`config.mk`:
```
export PLATFORM = sky130hd
export DESIGN_NAME = imf_queue
export DESIGN_NICKNAME = d
export VERILOG_FILES = /design/src/rtl/imf_pkg.sv /design/src/rtl/imf_queue.sv
export SDC_FILE = /design/constraint.sdc
export NUM_CORES = 1
export LEC_CHECK = 0
export BUFFER_PORTS_ARGS = -buffer_cell sky130_fd_sc_hd__buf_2
export CAP_MARGIN = 15
export CORE_UTILIZATION = 59
export CTS_BUF_LIST = sky130_fd_sc_hd__clkbuf_8
export DETAILED_ROUTE_END_ITERATION = 7
export MAX_ROUTING_LAYER = met4
export PLACE_DENSITY = 0.82
export SETUP_SLACK_MARGIN = 0.1
export SYNTH_ARGS = -nofsm -noshare
export SYNTH_HDL_FRONTEND = slang
export SYNTH_SLANG_ARGS = --single-unit
```
`constraint.sdc`:
```
create_clock -name i_clk -period 3.23 [get_ports i_clk]
set_clock_uncertainty 0.15 [all_clocks]
set_input_delay 0.646 -clock i_clk [delete_from_list [all_inputs] [get_ports i_clk]]
set_output_delay 0.646 -clock i_clk [all_outputs]
set_load 0.02 [all_outputs]
```
`src/rtl/imf_pkg.sv`:
```
// Shared types and constants for the image median filter.
`default_nettype none

package imf_pkg;

    localparam int K_MAX_KERNEL = 7;
    localparam int K_MAX_WIDTH  = 1024;
    localparam int K_CHANNELS   = 3;

    localparam int KS_W      = 3;
    localparam int IW_W      = 11;
    localparam int IH_W      = 12;
    localparam int CFG_W     = 12;
    localparam int CFG_IDX_W = 2;

    localparam logic [KS_W-1:0] RST_KERNEL = 3'd3;
    localparam logic [IW_W-1:0] RST_WIDTH  = 11'd640;
    localparam logic [IH_W-1:0] RST_HEIGHT = 12'd480;

    localparam int Q_DEPTH = 4;

    localparam logic CMD_DRAIN = 1'b1;

    typedef enum logic [CFG_IDX_W-1:0] {
        REG_KERNEL = 2'd0,
        REG_WIDTH  = 2'd1,
        REG_HEIGHT = 2'd2
    } t_reg_idx;

    typedef struct packed {
        logic       cmd;
        logic [7:0] chan0;
        logic [7:0] chan1;
        logic [7:0] chan2;
    } t_in_req;

    typedef struct packed {
        logic [7:0] out0;
        logic [7:0] out1;
        logic [7:0] out2;
        logic       frame_end;
    } t_out_req;

    typedef struct packed {
        logic inner;
        logic frame_end;
    } t_emit_flags;

endpackage

`default_nettype wire

```
`src/rtl/imf_queue.sv`:
```
// Short request queue between the front and back parts of the filter.
`default_nettype none

module imf_queue import imf_pkg::*; #(
    parameter int DW    = 8,
    parameter int DEPTH = Q_DEPTH
) (
    input  wire logic                       i_clk,
    input  wire logic                       i_rst_n,
    input  wire logic                       i_push,
    input  wire logic [DW-1:0]              i_data,
    input  wire logic                       i_pop,
    output logic      [DW-1:0]              o_data,
    output logic      [$clog2(DEPTH+1)-1:0] o_count
);

    localparam int IW = $clog2(DEPTH);

    logic [DW-1:0]              r_mem [DEPTH];
    logic [IW-1:0]              r_wr;
    logic [IW-1:0]              r_rd;
    logic [$clog2(DEPTH+1)-1:0] r_count;
    logic [IW-1:0]              n_wr;
    logic [IW-1:0]              n_rd;

    always_comb begin
        n_wr = (32'(r_wr) == DEPTH - 1) ? '0 : r_wr + 1'b1;
        n_rd = (32'(r_rd) == DEPTH - 1) ? '0 : r_rd + 1'b1;
    end

    always_ff @(posedge i_clk) begin
        if (!i_rst_n) begin
            r_wr    <= '0;
            r_rd    <= '0;
            r_count <= '0;
        end else begin
            if (i_push) begin
                r_wr <= n_wr;
            end
            if (i_pop) begin
                r_rd <= n_rd;
            end
            if (i_push && !i_pop) begin
                r_count <= r_count + 1'b1;
            end else if (!i_push && i_pop) begin
                r_count <= r_count - 1'b1;
            end
        end
    end

    always_ff @(posedge i_clk) begin
        if (i_push) begin
            r_mem[r_wr] <= i_data;
        end
    end

    assign o_data  = r_mem[r_rd];
    assign o_count = r_count;

endmodule

`default_nettype wire

```
Yosys cells after proc, flatten, opt, wreduce, memory -nomap -nowiden
Memory sizes are Yosys's and may differ from the RTL's. A register that Yosys moved wholly into a read port is not among the register bits. Index checks and enable logic that the tools add are counted.

Add/sub/neg operators: 4. Equality and inequality tests: 2. Mux-type cells: 8. Reductions and logical operators: 5.

Operators by type and width (count): two-way mux 2 bit (4); two-way mux 3 bit (2); adder 2 x 1 -> 2 bit (second input constant) (2); == test 2 bit (second input constant) (2); adder 3 x 1 -> 3 bit (second input constant) (1); subtractor 3 x 1 -> 3 bit (second input constant) (1); logical AND 1 bit (2); zero test 1 bit (2); two-way mux 1 bit (2); nonzero test 2 bit (1).

Bits in registers: 7. Bits in writable memories: 32. Output and inout bits: 11. Memories: 1.

Memories: r_mem (words 4, width 8, rd ports 1, clocked after Yosys merged registers in 1, write ports 1, line imf_queue.sv:19) `logic [DW-1:0] r_mem [DEPTH];`.

Longest topological paths before layout
Gate-level depths: netlist (run 1).

Depth in word-level cells: 4. Mapped depth: 7.

Worst setup path after synthesis (run 1)
Ideal clock, no wire load.

Kind: in2reg. Start point: in i_pop. End point: reg r_count[2] (netlist: o_count[2]). Arrival time: 1.839 ns. Required time: 3.010 ns. Slack: 1.171 ns. Stages on the path: 7. Buffers on the path: 0. Cells stage by stage: inv_1 -> ha_1 -> inv_1 -> fa_1 -> xor2_1 -> or3_1 -> a21boi_1.

Word-level cells in the longest chain between the ends: 3.

Ends and longest elaborated chain: from (decl) (line imf_queue.sv:12) `input wire logic i_pop,`; zero test 1 bit (line imf_queue.sv:43) `if (i_push && !i_pop) begin`; logical AND 1 bit (line imf_queue.sv:43); two-way mux 3 bit / nonzero test 2 bit (equally long branches); to (signal assigned) (line imf_queue.sv:44) `r_count <= r_count + 1'b1;`; to (signal assigned) (line imf_queue.sv:46) `r_count <= r_count - 1'b1;`; to (decl) (line imf_queue.sv:22) `logic [$clog2(DEPTH+1)-1:0] r_count;`.

Parallel ways exist; a longest one is shown, timed or not. A chain may end at the register's enable or synchronous reset.

==> flow_summary.yaml, run 1 <==
synth:
  ys.warnings.count: 0
  synth-simple-area-share: 0.0484
  ys_seq_elements: 41
  synth_area_per_cell_um2: 19.1
  netlist_top_cells_area: "edfxtp_1 60%, dfxtp_1 11%, mux4_2 11%, ha_1 4.7%, mux2i_1 2.5%"
  synth_top_cell_by_area: "edfxtp_1"
  syn-cell-area_um2: 1600
  synthFlopType: "edfxtp_1"
  postSynthCellCount: 84
  synth_cell_type_count: 19
  synthMuxAreaShare: 0.137
  synth.top_cell.area_share: 0.600
  synth_edf_count: 32
  ys_seq_area_frac: 0.712
  synthAdderAreaFrac: 0.0593
  synth-compound-area-share: 0.0125
  syn-num-nets: 103
  synthArstFlopShare: 0
  synth_top_family_by_area: "multiplexers"
  synth_xor_area_frac: 0.0109
final_layout:
  syn_to_final_growth_pct: 15.4
  nFillCells: 167
  antenna_cells: 0
  drive_gt1_frac: 0.339
  fin_cells: 142
  nets: 130
  fin_area_um2: 1850
placed_design:
  placed_cells: 134
  placedInstanceArea_um2: 1730
  gp_congestion: 0.726
  dp_hpwl_um: 1670
  io_buffers: 22
route:
  wl_um: 2410
  first_pass_iters: 4
  vias: 793
  drc_errors: 0
  wl_per_cell_um: 17.0
  antenna_left: 0
  initialDrtViolationCount: 13
  via_per_inst: 5.58
worst_setup_path:
  cp-start-kind: "flop"
  path_max_fanout: 8
  slowest_delay_ps: 650
  critPathCaptureType: "output port"
  critPathArrivalTime_ps: 1700
  path_cells: "mux4_2 -> buf_2"
  crit_required_ps: 2430
  reg2reg_from: "o_count[0]$_SDFFE_PN0P_"
  cp_slowest_cell: "dfxtp_1"
  critPathKind: "flop to output port"
timing:
  fmax_mhz: 400
  rsz0062_at_grt: "false"
  worst_pin_slew_ps: 520
  setup_viol: 0
  max_slew_margin: 0.653
  post-route-period-util: 0.773
  hold_violations: 0
  finalSetupTns_ps: 0
  maxSlewViolCount: 0
  fin_crit_ps: 2500
power_and_ir_drop:
  combPwrFrac: 0.112
  switching_share: 0.231
  clock_power_share: 0.352
  seq_power_share: 0.536
  internal-power_uw: 890
  p_sw_uw: 267
  powerDensity_nw_per_um2: 626
  worst_ir_drop_vdd_mv: 0.504
  p_leak_nw: 0.689
clocking:
  postCtsResizedCells: 0
  cts_buffers: 5
  cts-root-buf: "clkbuf_8"
  clock_latency_ps: 290
  cts_tree: "built"
  postCtsSetupBuffers: 0
  numClockSinks: 41
  cts_buffer_depth: 2
  cts.htree.levels: 2
  clk_pin_slew_worst_paths_ps: 80
  ctsHoldBuffers: 0
hold_path:
  hp-class: "flop to flop"
  worstHoldStart: "o_count[2]$_SDFFE_PN0P_"
global_route:
  grt_use_total: 0.207
  grt_max_degree: 15
  overflow: 0
  antenna_found_initial: 0
  grt_pass1_vias: 761
  grt_pass1_wl_um: 3740
floorplanning:
  dieHeight_um: 54.1
  coreArea_um2: 2520
  ioPinCount: 23
  initial_utilization: 0.635
  fp.dieW_um: 54.1
  row_count: 18
  die_area_um2: 2930
flow_run:
  maxCapViolations: 0
outcome:
  status: "complete, no violations"
-- path summary, 6_finish.rpt --
path	to	slack, ps	cells past startpoint
setup / recovery	o_data[7]	730	2
hold / removal	o_count[2]$_SDFFE_PN0P_	350	2
setup reg to reg	o_count[2]$_SDFFE_PN0P_	1620	4
hold reg to reg	o_count[2]$_SDFFE_PN0P_	350	2
-- layout make-up --
type / count / area, um^2 / share of cell area
flip-flops and latches: 41 / 1140 / 0.617
well taps: 30 / 37.5 / 0.0203
clock inverters: 3 / 46.3 / 0.0250
inverters: 4 / 15.0 / 0.00812
clock buffers: 5 / 68.8 / 0.0372
repair buffers: 22 / 110 / 0.0595
multi-input cells: 37 / 430 / 0.233
-- per-layer routing --
| layer | vias up | share of wire | track usage |
|---|---|---|---|
| li1 | 368 | - | - |
| met1 | 403 | 0.44 | 0.257 |
| met2 | 17 | 0.50 | 0.299 |
| met3 | 5 | 0.043 | 0.0847 |
| met4 | 0 | 0.017 | 0.0897 |
| met5 | - | 0 | - |
-- critical path, delay by kind of cell, from the launching register on --
kind / cells / cell delay, ps
flip-flops: 1 / 650
multiplexers: 1 / 580
buffers and inverters: 1 / 180
-- sequential cells by signal, indices dropped and copies added (netlist names), named ones only --
signal and count:
o_count 3, r_mem 32, r_rd 2, r_wr 2
-- cells in the mapped netlist (4+ instances only) --
cell and n:
edfxtp_1 32, and2_1 5, inv_1 4, mux2i_1 4, dfxtp_1 9, ha_1 6
nor2b_1 5, mux4_2 8
-- kinds of logic after synthesis --
family	count (synthesis)
and+or+nand+nor	13
adders and majority gates	7
DFF	41
xor gates and xnor gates	2
muxes	12
AOI/OAI and AO/OA	3
buffers and inverters	6
-- power by group through the flow --
stage               Combinational [mW]  Clock [mW]  Sequential [mW]
floorplan                       0.0881           0            0.631
global placement                 0.125           0            0.631
detailed placement               0.130           0            0.633
CTS                              0.131       0.415            0.621
global route                     0.145       0.438            0.625
finish                           0.130       0.407            0.620
-- layout by cell type (no fill, tap or decap), types with 4 or more instances in the layout --
| master | synthesis | final |
|---|---|---|
| and2_1 | 5 | 5 |
| buf_2 | 0 | 22 |
| clkbuf_8 | 0 | 5 |
| dfxtp_1 | 9 | 9 |
| edfxtp_1 | 32 | 32 |
| ha_1 | 6 | 6 |
| inv_1 | 4 | 4 |
| mux2i_1 | 4 | 4 |
| mux4_2 | 8 | 8 |
| nor2b_1 | 5 | 5 |
-- stage by stage --
step | power (mW) | hold slack, ps | util | worst slack (ps)
after floorplan | 0.719 | 362 | - | 1170
after global placement | 0.756 | 317 | 0.688 | 989
after detailed placement | 0.763 | 333 | 0.688 | 960
after CTS | 1.17 | 346 | 0.733 | 685
after global routing | 1.21 | 411 | 0.733 | 623
final | 1.16 | 350 | 0.733 | 732
No activity file was read; power rests on OpenSTA's default activity.
==> run 2, diff against run 1 <==
--- a/config.mk
+++ b/config.mk
@@ -7,11 +7,11 @@
 export LEC_CHECK = 0
 export BUFFER_PORTS_ARGS = -buffer_cell sky130_fd_sc_hd__buf_2
 export CAP_MARGIN = 15
-export CORE_UTILIZATION = 59
+export CORE_UTILIZATION = 52
 export CTS_BUF_LIST = sky130_fd_sc_hd__clkbuf_8
 export DETAILED_ROUTE_END_ITERATION = 7
 export MAX_ROUTING_LAYER = met4
-export PLACE_DENSITY = 0.82
+export PLACE_DENSITY = 0.76
 export SETUP_SLACK_MARGIN = 0.1
 export SYNTH_ARGS = -nofsm -noshare
 export SYNTH_HDL_FRONTEND = slang
==> constraint.sdc (replaced) <==
create_clock -name i_clk -period 2.1 [get_ports i_clk]
set_clock_uncertainty 0.15 [all_clocks]
set_input_delay 0.42 -clock i_clk [delete_from_list [all_inputs] [get_ports i_clk]]
set_output_delay 0.42 -clock i_clk [all_outputs]
set_load 0.02 [all_outputs]
==> run 2 against run 1 <==
  * The flow now finishes with violations (DRC)
  * Combinational power rose by 88%
  * Die area rose by 13%
  * Wire length rose by 1.0%
==> flow_summary.yaml, run 2 (synthesized netlist as in run 1, its figures left out) <==
outcome:
  status: "complete, but fails checks"
  violations: "DRC"
clocking:
  cts.htree.levels: 2
  postCtsSetupBuffers: 0
  clk_pin_slew_worst_paths_ps: 70
  cts_tree: "built"
  clock_latency_ps: 270
  cts_buffers: 5
  cts-root-buf: "clkbuf_8"
  numClockSinks: 41
  cts_buffer_depth: 2
timing:
  rsz0062_at_grt: "true"
  post-route-period-util: 0.950
  worst_pin_slew_ps: 433
  fin_crit_ps: 2000
  maxSlewViolCount: 0
  fmax_mhz: 501
  max_slew_margin: 0.711
  hold_ws_ps: 204
  finalSetupTns_ps: 0
  setup_viol: 0
  finalWorstSetupSlack_ps: 104
  hold_violations: 0
final_layout:
  drive_gt1_frac: 0.351
  largest_register: "r_mem"
  syn_to_final_growth_pct: 18.3
  final_cell_mix: "32 x edfxtp_1, 14 x buf_2, 8 x mux4_2, 8 x dfxtp_1, 8 x buf_6"
  nFillCells: 202
  multiInputGateArea_um2: 430
  antenna_cells: 0
  final_common_cell: "edfxtp_1"
  nets: 132
  fin_area_um2: 1900
  register_area_um2: 1140
  largest_register_ffs: 32
power_and_ir_drop:
  powerDensity_nw_per_um2: 875
  p_sw_uw: 388
  switching_share: 0.234
  power_mw: 1.66
  seq_power_share: 0.572
  internal-power_mw: 1.27
  combPwrFrac: 0.147
  worst_ir_drop_vdd_mv: 0.593
  p_leak_nw: 0.714
  clock_power_share: 0.281
worst_setup_path:
  critPathCaptureType: "output port"
  cp-start-kind: "flop"
  path_max_fanout: 8
  crit_required_ps: 1530
  critPathArrivalTime_ps: 1430
  critPathKind: "flop to output port"
route:
  wl_um: 2440
  first_pass_iters: 6
  drc_errors: 1
  initialDrtViolationCount: 18
  antenna_left: 0
  vias: 775
  via_per_inst: 5.34
  wl_per_cell_um: 16.8
global_route:
  grt_use_total: 0.180
  overflow: 0
  grt_pass1_vias: 874
  grt_max_degree: 13
  grt_pass1_wl_um: 3980
  antenna_found_initial: 0
floorplanning:
  row_count: 19
  initial_utilization: 0.567
  coreArea_um2: 2830
  die_area_um2: 3310
  dieHeight_um: 57.5
  fp.dieW_um: 57.5
  ioPinCount: 23
placed_design:
  placedInstanceArea_um2: 1750
  dp_hpwl_um: 1760
  io_buffers: 22
  dp_slack_ps: -1.78
  gp_congestion: 0.692
hold_path:
  hp-class: "input port to flop"
flow_run:
  maxCapViolations: 0
run 2: final timing paths:
check | start | to | slack (ps) | cells past startpoint
setup / recovery | flop | o_data[4] | 100 | 3
hold / removal | i_data[1] | r_mem[1][1]$_DFFE_PP_ | 200 | 1
setup reg to reg | o_count[0]$_SDFFE_PN0P_ | o_count[2]$_SDFFE_PN0P_ | 480 | 4
hold reg to reg | o_count[2]$_SDFFE_PN0P_ | o_count[2]$_SDFFE_PN0P_ | 360 | 2
run 2: power by group through the flow:
stage / Combinational, mW / Clock, mW / Sequential, mW
finish: 0.244 / 0.465 / 0.950
detailed placement: 0.213 / 0 / 0.967
CTS: 0.245 / 0.483 / 0.950
global route: 0.264 / 0.514 / 0.954
global placement: 0.204 / 0 / 0.964
floorplan: 0.135 / 0 / 0.971
run 2: routing by layer:
layer	global-route usage	vias to the layer above	share of wire
li1	-	378	-
met1	0.194	377	0.41
met2	0.286	18	0.55
met3	0.0658	2	0.031
met4	0.105	0	0.0062
met5	-	-	0
run 2: layout make-up:
class,instances,share of cell area
Multi-Input combinational cell,37,0.227
Clock inverter,3,0.00726
Inverter,4,0.00792
Clock buffer,5,0.0363
Sequential cell,41,0.602
Timing Repair Buffer,24,0.0989
Tap cell,31,0.0204
run 2: timing repair:
action                                  4_1_cts  5_1_grt
hold buffers                                  0        0
gates resized for setup                      19        1
endpoints found under the setup margin        8        8
run 2: critical path, cell delays in order (launching register included):
cell and delay (ps):
dfxtp_2 340, buf_12 140, mux4_2 510, buf_6 150
run 2: through the flow:
stage / utilization / instances
after global routing: 0.671 / 145
after CTS: 0.669 / 145
after floorplan: - / 84
after detailed placement: 0.619 / 137
final: 0.671 / 145
after global placement: 0.619 / 137
==> run 3, diff against run 2 <==
--- a/config.mk
+++ b/config.mk
@@ -7,11 +7,11 @@
 export LEC_CHECK = 0
 export BUFFER_PORTS_ARGS = -buffer_cell sky130_fd_sc_hd__buf_2
 export CAP_MARGIN = 15
-export CORE_UTILIZATION = 52
+export CORE_UTILIZATION = 50
 export CTS_BUF_LIST = sky130_fd_sc_hd__clkbuf_8
 export DETAILED_ROUTE_END_ITERATION = 7
 export MAX_ROUTING_LAYER = met4
-export PLACE_DENSITY = 0.76
+export PLACE_DENSITY = 0.74
 export SETUP_SLACK_MARGIN = 0.1
 export SYNTH_ARGS = -nofsm -noshare
 export SYNTH_HDL_FRONTEND = slang
==> run 3 against run 2 <==
  * Critical path type unchanged
  * Count of clock-buffer cells in the layout up 1
  * The flow now finishes without violations
  * Global-route usage fell by 1.3 points
  * Register-to-register slack improved by 20 ps
  * Final cell count up 9.0%
  * Hold slack worse by 6.5 ps
==> flow_summary.yaml, run 3 (synthesized netlist as in run 1, its figures left out) <==
route:
  via_per_inst: 5.09
  first_pass_iters: 4
  antenna_left: 0
  vias: 804
  initialDrtViolationCount: 16
  wl_um: 2310
  drc_errors: 0
  wl_per_cell_um: 14.6
floorplanning:
  row_count: 20
  ioPinCount: 23
  die_area_um2: 3440
  coreArea_um2: 3050
  fp.dieW_um: 58.6
  dieHeight_um: 58.6
  initial_utilization: 0.525
clocking:
  cts.htree.levels: 2
  clk_pin_slew_worst_paths_ps: 70
  cts-root-buf: "clkbuf_8"
  numClockSinks: 41
  cts_buffers: 5
  cts_tree: "built"
  clock_latency_ps: 280
  cts_buffer_depth: 2
timing:
  post-route-period-util: 0.954
  finalWorstSetupSlack_ps: 96.9
  max_slew_margin: 0.701
  setup_viol: 0
  finalSetupTns_ps: 0
  worst_pin_slew_ps: 449
  fmax_mhz: 499
  maxSlewViolCount: 0
  hold_violations: 0
  rsz0062_at_grt: "true"
  fin_crit_ps: 2000
final_layout:
  drive_gt1_frac: 0.351
  syn_to_final_growth_pct: 19.9
  final_common_cell: "edfxtp_1"
  nets: 132
  largest_register_ffs: 32
  antenna_cells: 0
  largest_register: "r_mem"
  nFillCells: 233
  final_cell_mix: "32 x edfxtp_1, 14 x buf_2, 8 x mux4_2, 8 x buf_6, 7 x dfxtp_1"
placed_design:
  gp_congestion: 0.650
  dp_hpwl_um: 1570
  dp_slack_ps: 41.3
  io_buffers: 22
worst_setup_path:
  critPathArrivalTime_ps: 1430
  cp_slowest_cell: "mux4_2"
  critPathCaptureType: "output port"
  slowest_delay_ps: 520
  crit_required_ps: 1530
  path_cells: "buf_12 -> mux4_2 -> buf_6"
  critPathKind: "flop to output port"
  path_max_fanout: 8
  cp-start-kind: "flop"
global_route:
  grt_pass1_wl_um: 3750
  grt_max_degree: 13
  overflow: 0
  grt_pass1_vias: 811
  antenna_found_initial: 0
  grt_use_total: 0.168
flow_run:
  maxCapViolations: 0
power_and_ir_drop:
  power_mw: 1.70
  p_leak_nw: 0.720
  powerDensity_nw_per_um2: 882
  worst_ir_drop_vdd_mv: 0.485
outcome:
  status: "complete, no violations"
hold_path:
  hp-class: "input port to flop"
-- run 3: changes by cell type in the layout (fill, tap and decap cells not counted) --
cell / change
clkbuf_8: +1
clkinv_2: -2
dfxtp_1: -1
dfxtp_2: +1
inv_1: +1
-- run 3: area by class of cell --
| type | count | area, um^2 | area share |
|---|---|---|---|
| clock buffers | 6 | 82.6 | 0.0430 |
| clock inverters | 2 | 7.51 | 0.00391 |
| inverters | 4 | 15.0 | 0.00781 |
| multi-input cells | 37 | 430 | 0.224 |
| flip-flops and latches | 41 | 1140 | 0.595 |
| well taps | 44 | 55.1 | 0.0286 |
| repair buffers | 24 | 188 | 0.0977 |
-- run 3: routing by layer --
| layer | vias up | part of all wire | track usage |
|---|---|---|---|
| met5 | - | 0 | - |
| met4 | 0 | 0.018 | 0.0952 |
| met3 | 6 | 0.054 | 0.0703 |
| met2 | 24 | 0.52 | 0.266 |
| met1 | 398 | 0.40 | 0.176 |
| li1 | 376 | - | - |
-- run 3: worst paths after layout --
path,from,endpoint,slack [ps],depth (start not counted)
setup / recovery,flop,o_data[0],100,3
hold / removal,i_data[4],r_mem[2][4]$_DFFE_PP_,200,1
setup reg to reg,o_count[0]$_SDFFE_PN0P_,o_count[2]$_SDFFE_PN0P_,500,4
hold reg to reg,o_count[2]$_SDFFE_PN0P_,o_count[2]$_SDFFE_PN0P_,350,2
-- run 3: critical path, delay by kind of cell (launching register included) --
family / cells / cell delay (ps)
buffers and inverters: 2 / 290
muxes: 1 / 520
DFF: 1 / 340
-- run 3: what timing repair did --
| action | CTS | global route |
|---|---|---|
| hold buffers | 0 | 0 |
| setup endpoints to repair | 8 | 8 |
| setup buffers | 0 | 0 |
| hold endpoints to repair | 0 | 0 |
| resized for setup | 21 | 0 |
-- run 3: through the flow --
stage,hold slack [ps],cells,instance area [um^2],utilization
after global routing,187,158,1920,0.630
final,197,158,1920,0.630
after floorplan,362,84,1600,-
after CTS,189,158,1920,0.630
after detailed placement,330,150,1770,0.579
after global placement,318,150,1770,0.579
-- run 3: power breakdown --
part / internal (mW) / switching, mW
Combinational: 0.123 / 0.120
Clock: 0.258 / 0.244
Sequential: 0.924 / 0.0270
Total: 1.30 / 0.391
